`src/design/align_z_rotation_transform_macros.svh`:
```
// assertion helpers shared by the rotation block
`ifndef ALIGN_Z_ROTATION_TRANSFORM_MACROS_SVH
`define ALIGN_Z_ROTATION_TRANSFORM_MACROS_SVH

// same-cycle implication
`define AZR_ASSERT_IMP(label, clk, rst, ante, cons) \
   label: assert property (@(posedge clk) disable iff (rst) (ante) |-> (cons)) \
      else $error("azr check failed");

// next-cycle implication
`define AZR_ASSERT_NXT(label, clk, rst, ante, cons) \
   label: assert property (@(posedge clk) disable iff (rst) (ante) |=> (cons)) \
      else $error("azr check failed");

`endif

```
`src/design/azr_pkg.sv`:
```
`timescale 1ns / 1ps
package azr_pkg;

   parameter int FRAC_BITS  = 14;
   parameter int FIELD_W    = 16;
   parameter int LANES      = 3;
   parameter int WORD_W     = LANES * FIELD_W;
   parameter int CSR_ADDR_W = 2;

   // one + up_z, signed, and its magnitude
   parameter int D_W  = ((FRAC_BITS + 1 > FIELD_W) ? FRAC_BITS + 1 : FIELD_W) + 1;
   parameter int UD_W = D_W - 1;

   parameter int PROD_W = 2 * FIELD_W;
   parameter int P_W    = PROD_W + 1;
   parameter int S_W    = PROD_W;
   parameter int N_W    = FIELD_W + P_W;
   parameter int NUM_W  = N_W - 1;

   // pipelined long division, two quotient bits per stage
   parameter int DIV_STEP   = 2;
   parameter int DIV_STAGES = (NUM_W + DIV_STEP - 1) / DIV_STEP;
   parameter int DIVD_W     = DIV_STAGES * DIV_STEP;

   parameter int LIN_W = ((FIELD_W + FRAC_BITS > P_W) ? FIELD_W + FRAC_BITS : P_W) + 1;
   parameter int G_W   = ((LIN_W > DIVD_W + 1) ? LIN_W : DIVD_W + 1) + 1;
   parameter int R_W   = G_W - FRAC_BITS;

   parameter int FRONT_STAGES = 4;
   parameter int BACK_STAGES  = 2;
   parameter int PIPE_STAGES  = FRONT_STAGES + DIV_STAGES + BACK_STAGES;

   parameter logic signed [D_W-1:0] ONE_D  = D_W'(64'd1 << FRAC_BITS);
   parameter logic signed [G_W-1:0] HALF_G = G_W'(64'd1 << (FRAC_BITS - 1));

   parameter logic signed [FIELD_W-1:0] UP_X_RESET = '0;
   parameter logic signed [FIELD_W-1:0] UP_Y_RESET = '0;
   parameter logic signed [FIELD_W-1:0] UP_Z_RESET = FIELD_W'(16384);

   parameter logic signed [FIELD_W-1:0] SAT_MAX = {1'b0, {(FIELD_W - 1){1'b1}}};
   parameter logic signed [FIELD_W-1:0] SAT_MIN = {1'b1, {(FIELD_W - 1){1'b0}}};

   parameter logic [CSR_ADDR_W-1:0] REG_UP_X = 2'd0;
   parameter logic [CSR_ADDR_W-1:0] REG_UP_Y = 2'd1;
   parameter logic [CSR_ADDR_W-1:0] REG_UP_Z = 2'd2;

   typedef enum logic [1:0] {
      MODE_GENERAL  = 2'd0,
      MODE_IDENTITY = 2'd1,
      MODE_NEGATE   = 2'd2
   } mode_type;

   typedef struct packed {
      logic signed [FIELD_W-1:0] up_x;
      logic signed [FIELD_W-1:0] up_y;
      logic [UD_W-1:0]           ud;
      logic                      d_neg;
      mode_type                  mode;
   } cfg_type;

   typedef struct packed {
      logic                    neg;
      logic [UD_W-1:0]         rem;
      logic [DIVD_W-1:0]       nq;
      logic signed [LIN_W-1:0] lin;
   } lane_type;

endpackage

```
`src/design/azr_div_stage.sv`:
```
`timescale 1ns / 1ps
module azr_div_stage (
   input  logic                                   clock,
   input  logic                                   adv,
   input  logic [azr_pkg::UD_W-1:0]               ud,
   input  azr_pkg::lane_type [azr_pkg::LANES-1:0] lanes_i,
   output azr_pkg::lane_type [azr_pkg::LANES-1:0] lanes_o
);
   import azr_pkg::*;

   lane_type [LANES-1:0] lanes_ff, lanes_in;

   // restoring division: dividend bits shift out the top of nq,
   // quotient bits shift in at the bottom
   always_comb begin : div_steps
      logic [UD_W:0]     r_ext;
      logic [UD_W-1:0]   rem;
      logic [DIVD_W-1:0] nq;
      logic              qbit;
      lanes_in = lanes_i;
      for (int l = 0; l < LANES; l++) begin
         rem = lanes_i[l].rem;
         nq  = lanes_i[l].nq;
         for (int k = 0; k < DIV_STEP; k++) begin
            r_ext = {rem, nq[DIVD_W-1]};
            if (r_ext >= {1'b0, ud}) begin
               rem  = UD_W'(r_ext - {1'b0, ud});
               qbit = 1'b1;
            end else begin
               rem  = r_ext[UD_W-1:0];
               qbit = 1'b0;
            end
            nq = {nq[DIVD_W-2:0], qbit};
         end
         lanes_in[l].rem = rem;
         lanes_in[l].nq  = nq;
      end
   end

   always_ff @(posedge clock) begin
      if (adv) begin
         lanes_ff <= lanes_in;
      end
   end

   assign lanes_o = lanes_ff;

endmodule

```
`config.mk`:
```
export PLATFORM = sky130hd
export DESIGN_NAME = azr_div_stage
export DESIGN_NICKNAME = d
export VERILOG_FILES = /design/src/design/align_z_rotation_transform_macros.svh /design/src/design/azr_pkg.sv /design/src/design/azr_div_stage.sv
export SDC_FILE = /design/constraint.sdc
export NUM_CORES = 1
export LEC_CHECK = 0
export BUFFER_PORTS_ARGS = -buffer_cell sky130_fd_sc_hd__buf_2
export CAP_MARGIN = 30
export CELL_PAD_IN_SITES_DETAIL_PLACEMENT = 1
export CELL_PAD_IN_SITES_GLOBAL_PLACEMENT = 2
export CORE_ASPECT_RATIO = 0.9
export CORE_MARGIN = 10
export CORE_UTILIZATION = 32
export CTS_BUF_LIST = sky130_fd_sc_hd__clkbuf_4
export DETAILED_ROUTE_END_ITERATION = 7
export HOLD_SLACK_MARGIN = 0.12
export PLACE_DENSITY = 0.92
export SKIP_CTS_REPAIR_TIMING = 1
export SYNTH_ARGS = -nofsm -noshare
export SYNTH_HDL_FRONTEND = slang
export SYNTH_SLANG_ARGS = --single-unit
```
`constraint.sdc`:
```
create_clock -name clock -period 7.8 [get_ports clock]
set_input_delay 1.17 -clock clock [delete_from_list [all_inputs] [get_ports clock]]
set_output_delay 1.17 -clock clock [all_outputs]
set_load 0.01 [all_outputs]
```
==> results.yml <==
outcome:
  status: "finished clean"
layout:
  drive_above_1_share: 0.4695
  largest_reg_flops: 297
  final_nets: 2162
  fill_cells: 5049
  final_cell_mix: "buf_2 (610), edfxtp_1 (297), clkbuf_4 (115)"
  area_growth_pct: 34.32
  mostFrequentLayoutCell: "buf_2"
placed_design:
  numPortBuffers: 611
  place.gp.congestion: 0.9647
  dp.final_hpwl_mm: 57.97
  pre_cts_ws_ns: 0.8100
pwr:
  power_density_mw_per_mm2: 254.4
  leakage_nw: 8.500
  ir_drop_uv: 165.0
floorplanning:
  dieWidth_um: 244.6
  io_pins: 612
  start_util: 0.3216
  die_area_mm2: 0.05435
  dieHeight_um: 222.2
  core_area_mm2: 0.04518
  rows: 74
timing:
  finalMaxSlewViolations: 0
  fin_crit_ns: 6.180
  rsz0062_at_grt: "no"
  hold_viol_final: 0
  worst_pin_slew_ns: 1.084
  tns_ns: 0
  relSlewSlack: 0.2772
  finalSetupViolations: 0
  fin_ws_ns: 1.620
  fin_crit_sh: 0.7924
  fmax_mhz: 161.8
logic_synthesis:
  netlist_area_mm2: 0.01453
  async_flop_share: 0
  yosysSeqAreaShare: 0.6137
  syn_avg_cell_area_um2: 13.99
  netlist_top_cells_area: "edfxtp_1 (61%), ha_1 (8.3%), mux2_2 (4.3%), xnor2_1 (2.6%), a21oi_1 (2.2%)"
  ys.flop_type: "edfxtp_1"
  syn_nets: 1456
  synthCells: 1039
  synth_edf_count: 297
  ys_seq_elements: 297
  yosysWarningCount: 0
  synthDistinctLibCells: 74
  synth_area_leader_cell: "edfxtp_1"
  synth_top_area_frac: 0.6137
setup_path:
  crit_start: "ud[1]"
  startpoint_type: "input pin"
  critical_path_required_ns: 8.34
  critPathKind: "in2reg"
  worstSetupEndpoint: "lanes_o[186]$_DFFE_PP_"
  cp.arrival_ns: 6.72
  crit_path_end_kind: "flop"
  path_max_fanout: 16
detailed_routing:
  drc: 0
  avgRoutedWirePerCell_um: 28.96
  drt_wl_total_mm: 70.31
  via_per_inst: 5.031
  drt-initial-drc-count: 788
  firstDrtPassIters: 4
  vias: 12215
  antenna_left: 0
global_routing:
  grt_pass1_vias: 12794
  grt_max_degree: 173
  antenna_found_initial: 29
  gr-total-overflow: 0
  grt_use_total: 0.2495
  grt_pass1_wl_mm: 97.21
clock_tree:
  numCtsBuffers: 82
  clock_path_buffers: 3
  root_buffer: "clkbuf_4"
  cts.clk_slew.worst_paths_ns: 0.07
  htree_levels: 3
  tritoncts: "built"
  numClockSinks: 297
min_path:
  min_path_type: "in2reg"
job:
  maxCapViolations: 0
-- cell type report --
type | instances | area (um^2) | area share
flip-flops and latches | 297 | 8919 | 0.4569
multi-input cells | 683 | 5360 | 0.2746
repair buffers | 632 | 3258 | 0.1669
clock buffers | 115 | 863.3 | 0.04423
well taps | 608 | 760.7 | 0.03897
inverters | 49 | 183.9 | 0.009422
clock inverters | 28 | 135.1 | 0.006923
diodes | 16 | 40.04 | 0.002051
-- routing by layer --
metal | track usage | routed length (um) | share of wire | up-vias
li1 | - | - | - | 5514
met1 | 0.2810 | 27430 | 0.39 | 6111
met2 | 0.4512 | 36540 | 0.52 | 465
met3 | 0.07448 | 4757 | 0.068 | 107
met4 | 0.06126 | 1459 | 0.021 | 18
met5 | 0 | 119 | 0.0017 | -
-- how the worst min path moves through the flow --
stage                                   endpoint         start  cells after the start  slack, ns
final                      lanes_o[73]$_DFFE_PP_   lanes_i[71]                      1       0.51
after global routing       lanes_o[73]$_DFFE_PP_   lanes_i[71]                      1       0.42
after CTS                  lanes_o[73]$_DFFE_PP_   lanes_i[71]                      1       0.40
after detailed placement  lanes_o[258]$_DFFE_PP_  lanes_i[256]                      1       1.35
after global placement      lanes_o[0]$_DFFE_PP_    lanes_i[0]                      1       1.35
after floorplan             lanes_o[0]$_DFFE_PP_    lanes_i[0]                      0       1.27
-- kinds of logic (layout without fill, tap and decap cells) --
logic type | count (synthesis) | after routing | synth area share
AND/OR/NAND/NOR | 208 | 208 | 0.07068
flip-flops | 297 | 297 | 0.6137
adder cells (fa/ha/maj) | 102 | 102 | 0.09092
XOR/XNOR | 64 | 64 | 0.03857
multiplexers | 73 | 73 | 0.05786
buffers and inverters | 59 | 824 | 0.01782
AO/OA/AOI/OAI | 236 | 236 | 0.1105
other | 0 | 16 | 0
-- Yosys cell counts (6+ instances only) --
master	instances
edfxtp_1	297
ha_1	96
a21oi_1	65
nor2_1	58
mux2_2	56
inv_1	49
nand2_1	48
o21ai_0	43
xnor2_1	43
nor3_1	21
xor2_1	21
a21o_1	18
o21a_1	16
a211oi_1	15
nand2b_1	14
nand3_1	13
nand4_1	11
mux2i_1	9
nor2b_1	9
mux2_4	8
o31ai_1	8
o21bai_1	7
fa_1	6
o31a_1	6
-- per-stage QoR --
| step | hold WS, ns | total power [W] | cells | utilization | cell area (um^2) |
|---|---|---|---|---|---|
| final | 0.5061 | 0.004966 | 2428 | 0.4320 | 19520 |
| after global routing | 0.4217 | 0.005243 | 2416 | 0.4314 | 19490 |
| after CTS | 0.3983 | 0.005036 | 2411 | 0.4305 | 19450 |
| after detailed placement | 1.348 | 0.003598 | 2268 | 0.4084 | 18450 |
| after global placement | 1.347 | 0.003565 | 2268 | 0.4084 | 18450 |
| after floorplan | 1.269 | 0.002959 | 1039 | - | 14530 |
-- critical path: stages --
cell and delay, ns:
buf_2 0.10, inv_1 0.41, ha_1 0.35, nor2b_1 0.15
o31a_1 0.29, o311ai_1 0.33, nand3_1 0.18, a21oi_1 0.22
o21ai_2 0.27, mux2i_1 0.39, ha_1 0.31, nor2b_1 0.14
o31a_1 0.30, o41ai_1 0.38, o211ai_1 0.24, a21oi_1 0.19
o21ai_0 0.17, a21oi_2 0.48, buf_4 0.29, mux2_2 0.36
-- power by group --
group	total [W]	switching (W)	internal, W	leakage [nW]
Sequential	0.00207	0.0000632	0.00200	2.91
Clock	0.00139	0.000709	0.000685	0.583
Combinational	0.00151	0.000868	0.000637	5.01
Total	0.00497	0.00164	0.00333	8.50
Note: power is estimated with default switching activity, not from simulation.
