`src/design/align_z_rotation_transform_macros.svh`:
```
// assertion helpers shared by the rotation block
`ifndef ALIGN_Z_ROTATION_TRANSFORM_MACROS_SVH
`define ALIGN_Z_ROTATION_TRANSFORM_MACROS_SVH

// same-cycle implication
`define AZR_ASSERT_IMP(label, clk, rst, ante, cons) \
   label: assert property (@(posedge clk) disable iff (rst) (ante) |-> (cons)) \
      else $error("azr check failed");

// next-cycle implication
`define AZR_ASSERT_NXT(label, clk, rst, ante, cons) \
   label: assert property (@(posedge clk) disable iff (rst) (ante) |=> (cons)) \
      else $error("azr check failed");

`endif

```
`src/design/azr_pkg.sv`:
```
`timescale 1ns / 1ps
package azr_pkg;

   parameter int FRAC_BITS  = 14;
   parameter int FIELD_W    = 16;
   parameter int LANES      = 3;
   parameter int WORD_W     = LANES * FIELD_W;
   parameter int CSR_ADDR_W = 2;

   // one + up_z, signed, and its magnitude
   parameter int D_W  = ((FRAC_BITS + 1 > FIELD_W) ? FRAC_BITS + 1 : FIELD_W) + 1;
   parameter int UD_W = D_W - 1;

   parameter int PROD_W = 2 * FIELD_W;
   parameter int P_W    = PROD_W + 1;
   parameter int S_W    = PROD_W;
   parameter int N_W    = FIELD_W + P_W;
   parameter int NUM_W  = N_W - 1;

   // pipelined long division, two quotient bits per stage
   parameter int DIV_STEP   = 2;
   parameter int DIV_STAGES = (NUM_W + DIV_STEP - 1) / DIV_STEP;
   parameter int DIVD_W     = DIV_STAGES * DIV_STEP;

   parameter int LIN_W = ((FIELD_W + FRAC_BITS > P_W) ? FIELD_W + FRAC_BITS : P_W) + 1;
   parameter int G_W   = ((LIN_W > DIVD_W + 1) ? LIN_W : DIVD_W + 1) + 1;
   parameter int R_W   = G_W - FRAC_BITS;

   parameter int FRONT_STAGES = 4;
   parameter int BACK_STAGES  = 2;
   parameter int PIPE_STAGES  = FRONT_STAGES + DIV_STAGES + BACK_STAGES;

   parameter logic signed [D_W-1:0] ONE_D  = D_W'(64'd1 << FRAC_BITS);
   parameter logic signed [G_W-1:0] HALF_G = G_W'(64'd1 << (FRAC_BITS - 1));

   parameter logic signed [FIELD_W-1:0] UP_X_RESET = '0;
   parameter logic signed [FIELD_W-1:0] UP_Y_RESET = '0;
   parameter logic signed [FIELD_W-1:0] UP_Z_RESET = FIELD_W'(16384);

   parameter logic signed [FIELD_W-1:0] SAT_MAX = {1'b0, {(FIELD_W - 1){1'b1}}};
   parameter logic signed [FIELD_W-1:0] SAT_MIN = {1'b1, {(FIELD_W - 1){1'b0}}};

   parameter logic [CSR_ADDR_W-1:0] REG_UP_X = 2'd0;
   parameter logic [CSR_ADDR_W-1:0] REG_UP_Y = 2'd1;
   parameter logic [CSR_ADDR_W-1:0] REG_UP_Z = 2'd2;

   typedef enum logic [1:0] {
      MODE_GENERAL  = 2'd0,
      MODE_IDENTITY = 2'd1,
      MODE_NEGATE   = 2'd2
   } mode_type;

   typedef struct packed {
      logic signed [FIELD_W-1:0] up_x;
      logic signed [FIELD_W-1:0] up_y;
      logic [UD_W-1:0]           ud;
      logic                      d_neg;
      mode_type                  mode;
   } cfg_type;

   typedef struct packed {
      logic                    neg;
      logic [UD_W-1:0]         rem;
      logic [DIVD_W-1:0]       nq;
      logic signed [LIN_W-1:0] lin;
   } lane_type;

endpackage

```
`src/design/azr_back.sv`:
```
`timescale 1ns / 1ps
module azr_back (
   input  logic                                   clock,
   input  logic                                   adv,
   input  azr_pkg::lane_type [azr_pkg::LANES-1:0] lanes_i,
   output logic signed [azr_pkg::FIELD_W-1:0]     global_x,
   output logic signed [azr_pkg::FIELD_W-1:0]     global_y,
   output logic signed [azr_pkg::FIELD_W-1:0]     global_z
);
   import azr_pkg::*;

   logic signed [G_W-1:0]     g_ff [LANES];
   logic signed [G_W-1:0]     g_in [LANES];
   logic signed [FIELD_W-1:0] res_ff [LANES];
   logic signed [FIELD_W-1:0] res_in [LANES];

   logic signed [G_W-1:0] lin_ext, q_ext, biased;
   logic signed [R_W-1:0] rnd;

   // apply the quotient sign while subtracting it from the linear part
   always_comb begin
      lin_ext = '0;
      q_ext   = '0;
      for (int l = 0; l < LANES; l++) begin
         lin_ext = $signed(G_W'($signed(lanes_i[l].lin)));
         q_ext   = $signed(G_W'(lanes_i[l].nq));
         g_in[l] = lanes_i[l].neg ? lin_ext + q_ext : lin_ext - q_ext;
      end
   end

   // drop the fraction, round half away from zero, then clamp
   always_comb begin
      biased = '0;
      rnd    = '0;
      for (int l = 0; l < LANES; l++) begin
         biased = g_ff[l] + (g_ff[l][G_W-1] ? HALF_G - G_W'(1) : HALF_G);
         rnd    = R_W'(biased >>> FRAC_BITS);
         if (rnd > $signed(R_W'(SAT_MAX))) begin
            res_in[l] = SAT_MAX;
         end else if (rnd < $signed(R_W'(SAT_MIN))) begin
            res_in[l] = SAT_MIN;
         end else begin
            res_in[l] = rnd[FIELD_W-1:0];
         end
      end
   end

   always_ff @(posedge clock) begin
      if (adv) begin
         g_ff   <= g_in;
         res_ff <= res_in;
      end
   end

   assign global_x = res_ff[0];
   assign global_y = res_ff[1];
   assign global_z = res_ff[2];

endmodule

```
`config.mk`:
```
export PLATFORM = sky130hd
export DESIGN_NAME = azr_back
export DESIGN_NICKNAME = d
export VERILOG_FILES = /design/src/design/align_z_rotation_transform_macros.svh /design/src/design/azr_pkg.sv /design/src/design/azr_back.sv
export SDC_FILE = /design/constraint.sdc
export NUM_CORES = 1
export LEC_CHECK = 0
export BUFFER_PORTS_ARGS = -buffer_cell sky130_fd_sc_hd__buf_2
export CORE_MARGIN = 4
export CORE_UTILIZATION = 53
export DETAILED_ROUTE_END_ITERATION = 10
export PLACE_DENSITY = 0.84
export RECOVER_POWER = 100
export SYNTH_ARGS = -nofsm -noshare
export SYNTH_HDL_FRONTEND = slang
export SYNTH_SLANG_ARGS = --single-unit
```
`constraint.sdc`:
```
create_clock -name clock -period 5.25 [get_ports clock]
set_input_delay 1.05 -clock clock [delete_from_list [all_inputs] [get_ports clock]]
set_output_delay 1.05 -clock clock [all_outputs]
set_load 0.02 [all_outputs]
```
==> out/metrics.cfg, run 1 <==
[setup_path]
start_kind = primary input
crit_top_cell = nor2_1
crit_type = primary input to flop
rr_endpoint = global_y[8]
r2r-start = g_ff[99]
worstSetupStartpoint = lanes_i[253]
cp-endpoint = g_ff[43]
worstPathRequired_ps = 5450
cp.depth = 22
cpLargestDelayFamily = simple AND/OR/NAND/NOR gates
worst-path-max-fanout = 3
endpoint_kind = flop
reg2reg_depth = 12
critical_path_buf_inv_count = 1
crit_chain = buf_2, or4_4, nor4_4, nand2b_1, nor3_2, nand2b_1, or3_4, or3_1, nor2_1, nor2_1, xor2_1, ha_1, a21o_1, a21oi_1, o21bai_2, nor4_2, a21oi_2, o21ai_0, nor2b_2, nor2_1, a311oi_2, xnor2_1
crit_arrival_ps = 5290
timing.reg2reg.setup_slack_ps = 480
cp_slowest_cell = or4_4
cpPeakStageDelay_ps = 550

[finish]
final_cell_mix = buf_4 (257), buf_2 (246), a21oi_1 (226)
syn2layout_area_growth_pct = 23.4
drive_above_1_share_pct = 22.5
layout_commonest_cell = buf_4
finish.net_count = 3212

[cts]
htree_levels = 4
clock-root-buffer = clkbuf_16
clockBufferDepth = 2
postCtsHoldBufs = 0
cts_buffers = 17
clock-sinks = 198
tritoncts = built
clkLatencyLatePin_ps = 460
path_clk_slew_ps = 80

[worst_hold_path]
min_path_type = flop to flop
hp-start = g_ff[78]

[timing]
slew_viol_final = 112
worst_slew_pin_slew_ps = 2820
setup_tns_ps = 0
fin_skew_ps = 13.5
hold_violations = 0
clock.fmax_ghz = 0.197
final.min_clock_period_ps = 5090
timing.slew.headroom_pct = -87.8
finalCritPeriodShare_pct = 96.9
finalSetupViolCount = 0
whs_ps = 656

[floorplan]
initial_core_util_pct = 54.2
core_area_um2 = 35900
num_rows = 69
fp.dieH_um = 200
dieArea_um2 = 39900
boundaryPins = 347
fp.dieW_um = 200

[placement]
dp_hpwl_mm = 44.4
routabilityCongestion = 0.965
io_buffers = 298

[synth]
synth_cell_types = 92
synth_compound_area_share_pct = 21.2
synth.avg_cell_area_um2 = 8.90
synth_top_family_by_area = compound AO/OA/AOI/OAI gates
ys_warn_count = 0
synth_edf_count = 198
synth-seq-cells = 198
syn-num-nets = 2679
ys_seq_area_share_pct = 30.5
synthAdderAreaFrac_pct = 12.4
ys.flop_type = edfxtp_1
netlist_area_um2 = 19500
postSynthCellCount = 2188
muxShareOfSynthArea_pct = 0.437
synthXorXnorAreaFrac_pct = 15.0
synth-simple-area-share_pct = 17.9
synthArstFlopShare_pct = 0

[global_route]
grt.total_usage_pct = 26.3
grt_pass1_wl_mm = 87.1
antenna_found_initial = 4
grt-ovfl-total = 0
grt_max_degree = 112
grt_pass1_vias = 18600

[routing]
wirelength_mm = 54.4
num_vias = 18700
drt_first_pass_iters = 6
post-route-drc-count = 0
vias_per_cell = 5.85
final_antenna_net_count = 0
dr.first_iter.drc_count = 1296
post_drt_wl_per_cell_um = 17.0

[status]
status = finished, violations left
violations = capacitance limit, slew limit

[power_and_ir_drop]
power_leakage_nw = 10.5
finalPower_mw = 6.73
power_density_nw_per_um2 = 280
peakVddDrop_mv = 0.244

[flow_run]
cap_violations = 1

[registers in the layout, summed over array words and instances (netlist names)]
| name | cells |
|---|---|
| global_y | 16 |
| global_x | 16 |
| g_ff | 150 |
| global_z | 16 |
[how the worst min path moves through the flow]
stage,endpoint,slack [ps],cells after the start
3_3_place_gp,global_y[12],630,2
5_1_grt,global_y[12],690,2
3_5_place_dp,global_y[14],650,2
6_report,global_y[14],660,2
4_1_cts,global_y[14],660,2
2_1_floorplan,global_y[12],610,2
[Yosys cell counts, drive strengths merged, types with 8 or more instances]
cell type	instances	area, um2
a221oi	8	82.6
nor3	65	347
and3	25	161
clkbuf	31	116
nor4	24	156
a211o	9	80.1
o21ai	88	444
nand3	64	325
ha	189	2360
nand4	37	231
nand2b	30	188
xnor2	157	1380
or4	9	71.3
a31oi	28	175
or3	25	161
xor2	175	1530
and2	27	169
edfxtp	198	5950
buf	12	63.8
nor2	221	835
and4	8	70.1
a21o	87	653
nor2b	24	150
nand2	114	428
inv	84	315
a211oi	26	195
o21a	32	240
o21bai	38	285
a21oi	242	1250
[area by class of cell]
cell class,count,area [um2]
flip-flops and latches,198,5950
well taps,461,577
clock inverters,14,181
repair buffers,557,3370
clock buffers,17,425
inverters,84,315
fillers,2838,11900
diodes,3,7.51
multi-input cells,1863,13200
[worst register-to-register path, stage by stage, from the launching register on]
cell	delay [ps]
edfxtp_1	700
ha_1	440
nand4_1	100
a211oi_1	290
nor3_1	90
o21ai_0	730
nand3_2	320
nor3_2	440
mux2i_1	150
o41ai_1	330
nand4_1	170
o41a_1	530
o21bai_1	260
[kinds of logic (layout without fill, tap and decap cells)]
logic type,Yosys count,in the layout
adder cells (fa/ha/maj),192,192
multiplexers,8,8
AND/OR/NAND/NOR,696,696
other,0,3
AO/OA/AOI/OAI,635,635
flip-flops,198,198
XOR/XNOR,332,332
buffers and inverters,127,672
[stage by stage]
step                      instances  setup slack, ps  utilization [%]  instance area, um2
final                          3197              162             66.9               24000
after global routing           3197            -96.5             66.9               24000
after CTS                      3192             50.5             66.7               23900
after detailed placement       3161             -444             64.9               23300
after global placement         3161             -351             64.9               23300
after floorplan                2188            -14.4                -               19500
[where the power goes]
part / internal, mW / switching (mW)
Combinational: 1.32 / 1.58
Sequential: 2.21 / 0.244
Clock: 0.725 / 0.650
Total: 4.26 / 2.47
[layer usage]
layer / track usage [%] / share of wire, % / up-vias
met3: 3.86 / 6.5 / 147
met1: 32.7 / 40 / 8627
met5: 0 / 0 / -
li1: - / - / 9194
met4: 9.86 / 3.5 / 0
met2: 46.5 / 50 / 732
[repair_timing]
item,in CTS,in global routing
setup buffers,0,2
pin swaps,0,3
endpoints found under the setup margin,1,28
resized for setup,1,40
gates cloned,0,0
Power figures use the tool's default switching activity.
==> run 2, diff against run 1 <==
REMOVE_ABC_BUFFERS = 1   (was default)
TNS_END_PERCENT = 5   (was default)
==> run 2 against run 1 <==
Against the previous run:
- the flow still finishes with violations (capacitance limit, slew limit)
- fmax down 2.5%
- largest power group unchanged
- routed wire length is 4.5% lower
- via count down 0.89%
- non-clock buffer count is 21 higher
- critical path type unchanged
- critical endpoint is now g_ff[47]
- critical path depth is the same
- first-iteration DRC count shrank 18%
- die area unchanged
==> out/metrics.cfg, run 2 (synthesis results as in run 1) <==
[status]
status = finished, violations left  ; unchanged
violations = capacitance limit, slew limit  ; unchanged

[routing]
top_layer_used = met5  ; was met4
drt_first_pass_iters = 5  ; was 6
vias_per_cell = 5.76  ; was 5.85
wl_met3_mm = 2.67  ; was 3.53 mm
dr.first_iter.drc_count = 1061  ; was 1296
wl_met2_mm = 26.0  ; was 26.9 mm
num_vias = 18500  ; was 18.7k
final_antenna_net_count = 0  ; unchanged
wl_met1_mm = 21.9  ; was 22.0 mm
wirelength_mm = 51.9  ; was 54.4 mm
post_drt_wl_per_cell_um = 16.1  ; was 17.0 um
post-route-drc-count = 0  ; unchanged

[finish]
fillers = 2888  ; was 2838
syn2layout_area_growth_pct = 23.4  ; about the same
finish.net_count = 3233  ; was 3212
final_cell_mix = buf_4 (252), buf_2 (242), a21oi_1 (228)  ; was buf_4 (257), buf_2 (246), a21oi_1 (226)
stdcell_area_um2 = 24000  ; about the same
largest_reg_flops = 150  ; unchanged
largest_register = g_ff  ; unchanged
final_util_pct = 67.0  ; was 66.9%
layout_commonest_cell = buf_4  ; unchanged
drive_above_1_share_pct = 22.1  ; was 22.5%

[cts]
clkLatencyLatePin_ps = 440  ; was 460 ps
cts_buffers = 17  ; unchanged
path_clk_slew_ps = 80  ; about the same
htree_levels = 4  ; unchanged
clockBufferDepth = 2  ; unchanged
clock-root-buffer = clkbuf_16  ; unchanged
postCtsHoldBufs = 0  ; unchanged
tritoncts = built  ; unchanged
clock-sinks = 198  ; unchanged

[global_route]
grt-ovfl-total = 0  ; unchanged
grt_pass1_wl_mm = 83.3  ; was 87.1 mm
grt.total_usage_pct = 24.9  ; was 26.3%
antenna_found_initial = 2  ; was 4
grt_max_degree = 112  ; unchanged
grt_pass1_vias = 18200  ; was 18.6k

[timing]
rsz0062_at_grt = true
timing.slew.headroom_pct = -78.9  ; was -87.8%
worst_slew_pin_slew_ps = 2680  ; was 2820 ps
finalSetupViolCount = 0  ; unchanged
whs_ps = 661  ; was 656 ps
setup_tns_ps = 0  ; unchanged
hold_violations = 0  ; unchanged
fin_skew_ps = 13.8  ; was 13.5 ps
finalCritPeriodShare_pct = 99.4  ; was 96.9%
final.min_clock_period_ps = 5220  ; was 5090 ps
clock.fmax_ghz = 0.192  ; was 0.197 GHz
slew_viol_final = 201  ; was 112

[setup_path]
crit_arrival_ps = 5410  ; was 5290 ps
endpoint_kind = flop  ; unchanged
crit_type = primary input to flop  ; unchanged
worstPathRequired_ps = 5430  ; was 5450 ps
cp_slowest_cell = or4_4  ; unchanged
worst-path-max-fanout = 3  ; unchanged
start_kind = primary input  ; unchanged
crit_chain = buf_6, or4_4, nor4_4, nand2b_1, nor3_2, nand2b_1, or3_4, or3_4, nor2_2, nor2_1, xor2_1, ha_1, a21o_1, a21oi_2, o21bai_2, nor4_2, a21oi_2, o2111a_2, o21ai_1, nand2b_1, a21oi_2, xnor2_2  ; was buf_2, or4_4, nor4_4, nand2b_1, nor3_2, nand2b_1, or3_4, or3_1, nor2_1, nor2_1, xor2_1, ha_1, a21o_1, a21oi_1, o21bai_2, nor4_2, a21oi_2, o21ai_0, nor2b_2, nor2_1, a311oi_2, xnor2_1
cpPeakStageDelay_ps = 550  ; about the same

[placement]
dp_hpwl_mm = 42.5  ; was 44.4 mm
place_area_um2 = 23500  ; was 23300 um2
io_buffers = 298  ; unchanged
routabilityCongestion = 0.933  ; was 0.965

[floorplan]
fp.dieH_um = 200  ; unchanged
boundaryPins = 347  ; unchanged
core_area_um2 = 35900  ; unchanged
fp.dieW_um = 200  ; unchanged
num_rows = 69  ; unchanged
dieArea_um2 = 39900  ; unchanged
initial_core_util_pct = 54.2  ; unchanged

[power_and_ir_drop]
finalPower_mw = 6.59  ; was 6.73 mW
power_leakage_nw = 10.5  ; about the same
peakVddDrop_mv = 0.180  ; was 0.244 mV
power_density_nw_per_um2 = 274  ; was 280 nW/um2

[worst_hold_path]
min_path_type = flop to flop  ; unchanged

[flow_run]
cap_violations = 2  ; was 1

-- run 2: changes by cell type in the layout (fill, tap and decap cells not counted), moves of 5 or more --
| cell | change |
|---|---|
| clkbuf_1 | +16 |
| and2_0 | +8 |
| clkbuf_4 | +11 |
| buf_4 | -5 |
| and2_1 | -8 |
-- run 2: critical path, delay by kind of cell --
family / cells / cell delay (ps)
XOR/XNOR: 2 / 240
buffers and inverters: 1 / 90
AO/OA/AOI/OAI: 7 / 1160
AND/OR/NAND/NOR: 11 / 2530
adder cells (fa/ha/maj): 1 / 320
-- run 2: final cells by class --
type	count	area [um2]	area share [%]
multi-input combinational	1863	13200	54.7
clock inverter	15	144	0.598
inverter	84	315	1.31
tap	461	577	2.40
sequential	198	5950	24.7
antenna	1	2.50	0.0104
clock buffer	17	425	1.77
timing repair buffer	578	3480	14.5
-- run 2: worst paths after layout --
path           startpoint            to  slack, ps  depth (start not counted)
max          lanes_i[252]      g_ff[47]         30                         22
min              g_ff[76]  global_y[12]        660                          2
max reg2reg      g_ff[49]   global_z[2]        310                         13
min reg2reg      g_ff[76]  global_y[12]        660                          2
-- run 2: repair_timing --
item                                    4_1_cts  5_1_grt
endpoints found under the setup margin        2       27
buffers inserted                              0        2
pin swaps                                     0       16
resized for setup                             1       51
hold endpoints to repair                      0        0
-- run 2: where the power goes --
group	internal (mW)	leakage (nW)	switching (mW)
registers	2.21	1.93	0.239
clock network	0.630	0.272	0.630
logic	1.33	8.33	1.55
-- run 2: stage by stage --
stage          instances  worst slack (ps)
6_report            3217              29.0
5_1_grt             3216              -215
4_1_cts             3214              29.3
3_5_place_dp        3182              -474
3_3_place_gp        3182              -273
2_1_floorplan       2145             -20.0
-- run 2: per-layer routing --
| layer | track usage (%) | up-vias |
|---|---|---|
| met2 | 45.4 | 536 |
| met5 | 0 | - |
| met1 | 30.2 | 8671 |
| met4 | 7.55 | 4 |
| li1 | - | 9224 |
| met3 | 3.96 | 99 |
==> run 3, diff against run 2 <==
CORE_ASPECT_RATIO = 1.5   (was default)
==> run 3 against run 2 <==
Against the previous run:
- the flow still finishes with violations (capacitance limit, slew limit)
- clock-buffer cell count is the same
- clock skew is 0.95 ps higher
- highest routed layer is now met4
- total power is 2.4% higher
- utilization rose by 0.66 points
- design area is 1.7% higher
- final cell count up 1.9%
- global-route usage increased by 1.3 points
- clock power is 6% higher
- sequential power hardly changed
- worst hold slack improved by 9.3 ps
- fmax grew 0.79%
- critical path type unchanged
- worst setup slack better by 41 ps
==> out/metrics.cfg, run 3 (synthesis results as in run 1) <==
[cts]
tritoncts = built  ; unchanged
clock-root-buffer = clkbuf_16  ; unchanged
clockBufferDepth = 2  ; unchanged
clkLatencyLatePin_ps = 460  ; was 440 ps
path_clk_slew_ps = 80  ; about the same
htree_levels = 4  ; unchanged
cts_buffers = 17  ; unchanged
clock-sinks = 198  ; unchanged

[finish]
final-seq-area_um2 = 5950  ; unchanged
finish.net_count = 3270  ; was 3233
final_cell_mix = buf_4 (301), buf_2 (244), a21oi_1 (225)  ; was buf_4 (252), buf_2 (242), a21oi_1 (228)
fin_cells = 3277  ; was 3217
largest_register = g_ff  ; unchanged
final_util_pct = 67.6  ; was 67.0%
largest_reg_flops = 150  ; unchanged
fillers = 2970  ; was 2888
syn2layout_area_growth_pct = 25.5  ; was 23.4%
drive_above_1_share_pct = 23.7  ; was 22.1%
stdcell_area_um2 = 24400  ; was 24000 um2
multi_input_area_um2 = 13200  ; about the same
layout_commonest_cell = buf_4  ; unchanged

[timing]
layout_setup_ws_ps = 70.1  ; was 29.0 ps
hold_violations = 0  ; unchanged
clock.fmax_ghz = 0.193  ; was 0.192 GHz
final.min_clock_period_ps = 5180  ; was 5220 ps
timing.slew.headroom_pct = -62.5  ; was -78.9%
slew_viol_final = 180  ; was 201
fin_skew_ps = 14.8  ; was 13.8 ps
finalSetupViolCount = 0  ; unchanged
worst_slew_pin_slew_ps = 2440  ; was 2680 ps
finalCritPeriodShare_pct = 98.7  ; was 99.4%
whs_ps = 670  ; was 661 ps
rsz0062_at_grt = true  ; unchanged

[setup_path]
start_kind = primary input  ; unchanged
endpoint_kind = flop  ; unchanged
rr_endpoint = global_y[12]  ; was global_z[2]
crit_type = primary input to flop  ; unchanged
r2r-start = g_ff[99]  ; was g_ff[49]
worstPathRequired_ps = 5440  ; was 5430 ps
cp_slowest_cell = or4_4  ; unchanged
worst-path-max-fanout = 3  ; unchanged
crit_chain = buf_2, or4_4, nor4_4, nand2b_1, nor3_2, nand2b_1, or3_4, or3_4, nor2_2, nor2_1, xor2_1, ha_1, a21o_1, a21oi_2, o21bai_2, nor4_2, a21oi_2, o2111a_1, nor2_2, o21ai_0, a21oi_1, xnor2_2  ; was buf_6, or4_4, nor4_4, nand2b_1, nor3_2, nand2b_1, or3_4, or3_4, nor2_2, nor2_1, xor2_1, ha_1, a21o_1, a21oi_2, o21bai_2, nor4_2, a21oi_2, o2111a_2, o21ai_1, nand2b_1, a21oi_2, xnor2_2
crit_arrival_ps = 5370  ; was 5410 ps
reg2reg_depth = 12  ; was 13
cpPeakStageDelay_ps = 560  ; was 550 ps
timing.reg2reg.setup_slack_ps = 280  ; was 310 ps

[global_route]
grt_pass1_vias = 18700  ; was 18.2k
grt.total_usage_pct = 26.2  ; was 24.9%
grt_max_degree = 99  ; was 112
antenna_found_initial = 7  ; was 2
grt_pass1_wl_mm = 86.5  ; was 83.3 mm
grt-ovfl-total = 0  ; unchanged

[placement]
dp_slack_ps = -506  ; was -474 ps
place_area_um2 = 23800  ; was 23500 um2
io_buffers = 298  ; unchanged
routabilityCongestion = 0.947  ; was 0.933
placedCellCount = 3233  ; was 3182
dp_hpwl_mm = 44.7  ; was 42.5 mm

[floorplan]
fp.dieH_um = 243  ; was 200 um
initial_core_util_pct = 53.9  ; was 54.2%
core_area_um2 = 36200  ; was 35900 um2
boundaryPins = 347  ; unchanged
fp.dieW_um = 165  ; was 200 um
num_rows = 85  ; was 69
dieArea_um2 = 40000  ; was 39900 um2

[power_and_ir_drop]
power_density_nw_per_um2 = 276  ; was 274 nW/um2
power_leakage_nw = 10.7  ; was 10.5 nW
peakVddDrop_mv = 0.231  ; was 0.180 mV

[status]
violations = capacitance limit, slew limit  ; unchanged
status = finished, violations left  ; unchanged

[worst_hold_path]
hp-start = g_ff[68]  ; was g_ff[76]
min_delay_worst_endpoint = global_y[4]  ; was global_y[12]
hold_depth = 2  ; unchanged
min_path_type = flop to flop  ; unchanged

[routing]
final_antenna_net_count = 0  ; unchanged
dr.first_iter.drc_count = 956  ; was 1061
vias_per_cell = 5.72  ; was 5.76
post-route-drc-count = 0  ; unchanged
drt_first_pass_iters = 6  ; was 5
num_vias = 18700  ; was 18.5k
wirelength_mm = 54.3  ; was 51.9 mm
post_drt_wl_per_cell_um = 16.6  ; was 16.1 um

[flow_run]
cap_violations = 2  ; unchanged

run 3: changes by cell type in the layout (fill, tap and decap cells not counted), moves of 5 or more:
cell / previous run / this run
and2_1: 15 / 20
and2_0: 11 / 6
clkbuf_4: 12 / 5
buf_4: 252 / 301
diode_2: 1 / 7
clkbuf_1: 68 / 63
run 3: metal layers:
| metal | vias up | wire length, um | GRT usage, % |
|---|---|---|---|
| met4 | 0 | 2870 | 14.0 |
| met1 | 8802 | 19900 | 26.8 |
| li1 | 9300 | - | - |
| met5 | - | 0 | 0 |
| met3 | 145 | 1880 | 3.28 |
| met2 | 495 | 29600 | 50.4 |
run 3: power by group:
part | total, mW | internal (mW) | switching [mW]
Combinational | 2.95 | 1.37 | 1.57
Clock | 1.34 | 0.685 | 0.654
Sequential | 2.47 | 2.21 | 0.255
run 3: area by class of cell:
type	instances	share of cell area [%]
clock buffer	17	1.74
timing repair buffer	615	15.4
tap	478	2.45
inverter	84	1.29
antenna	7	0.0716
clock inverter	15	0.732
multi-input combinational	1863	54.0
sequential	198	24.3
run 3: timing repair:
item	CTS	global route
gates resized for setup	1	47
hold buffers	0	0
endpoints found under the hold margin	0	0
pin swaps	0	16
buffers inserted	0	5
gates cloned	0	0
setup endpoints to repair	1	25
run 3: critical path: cells and delay by family:
kind / cells / cell delay [ps]
AOI/OAI and AO/OA: 7 / 1130
xor gates and xnor gates: 2 / 290
adders and majority gates: 1 / 320
buffers and inverters: 1 / 110
and+or+nand+nor: 11 / 2480
run 3: through the flow:
stage	setup TNS (ps)	total power, mW
5_1_grt	-341	7.18
6_report	0	6.75
3_3_place_gp	-4060	5.27
3_5_place_dp	-7930	5.41
4_1_cts	0	6.76
2_1_floorplan	-20.0	4.27
run 3: worst max path at each step:
stage	startpoint	endpoint	slack [ps]
2_1_floorplan	lanes_i[39]	g_ff[149]	-20
3_3_place_gp	lanes_i[39]	g_ff[148]	-370
3_5_place_dp	lanes_i[148]	g_ff[98]	-510
4_1_cts	lanes_i[148]	g_ff[98]	20
5_1_grt	lanes_i[251]	g_ff[49]	-100
6_report	lanes_i[251]	g_ff[49]	70
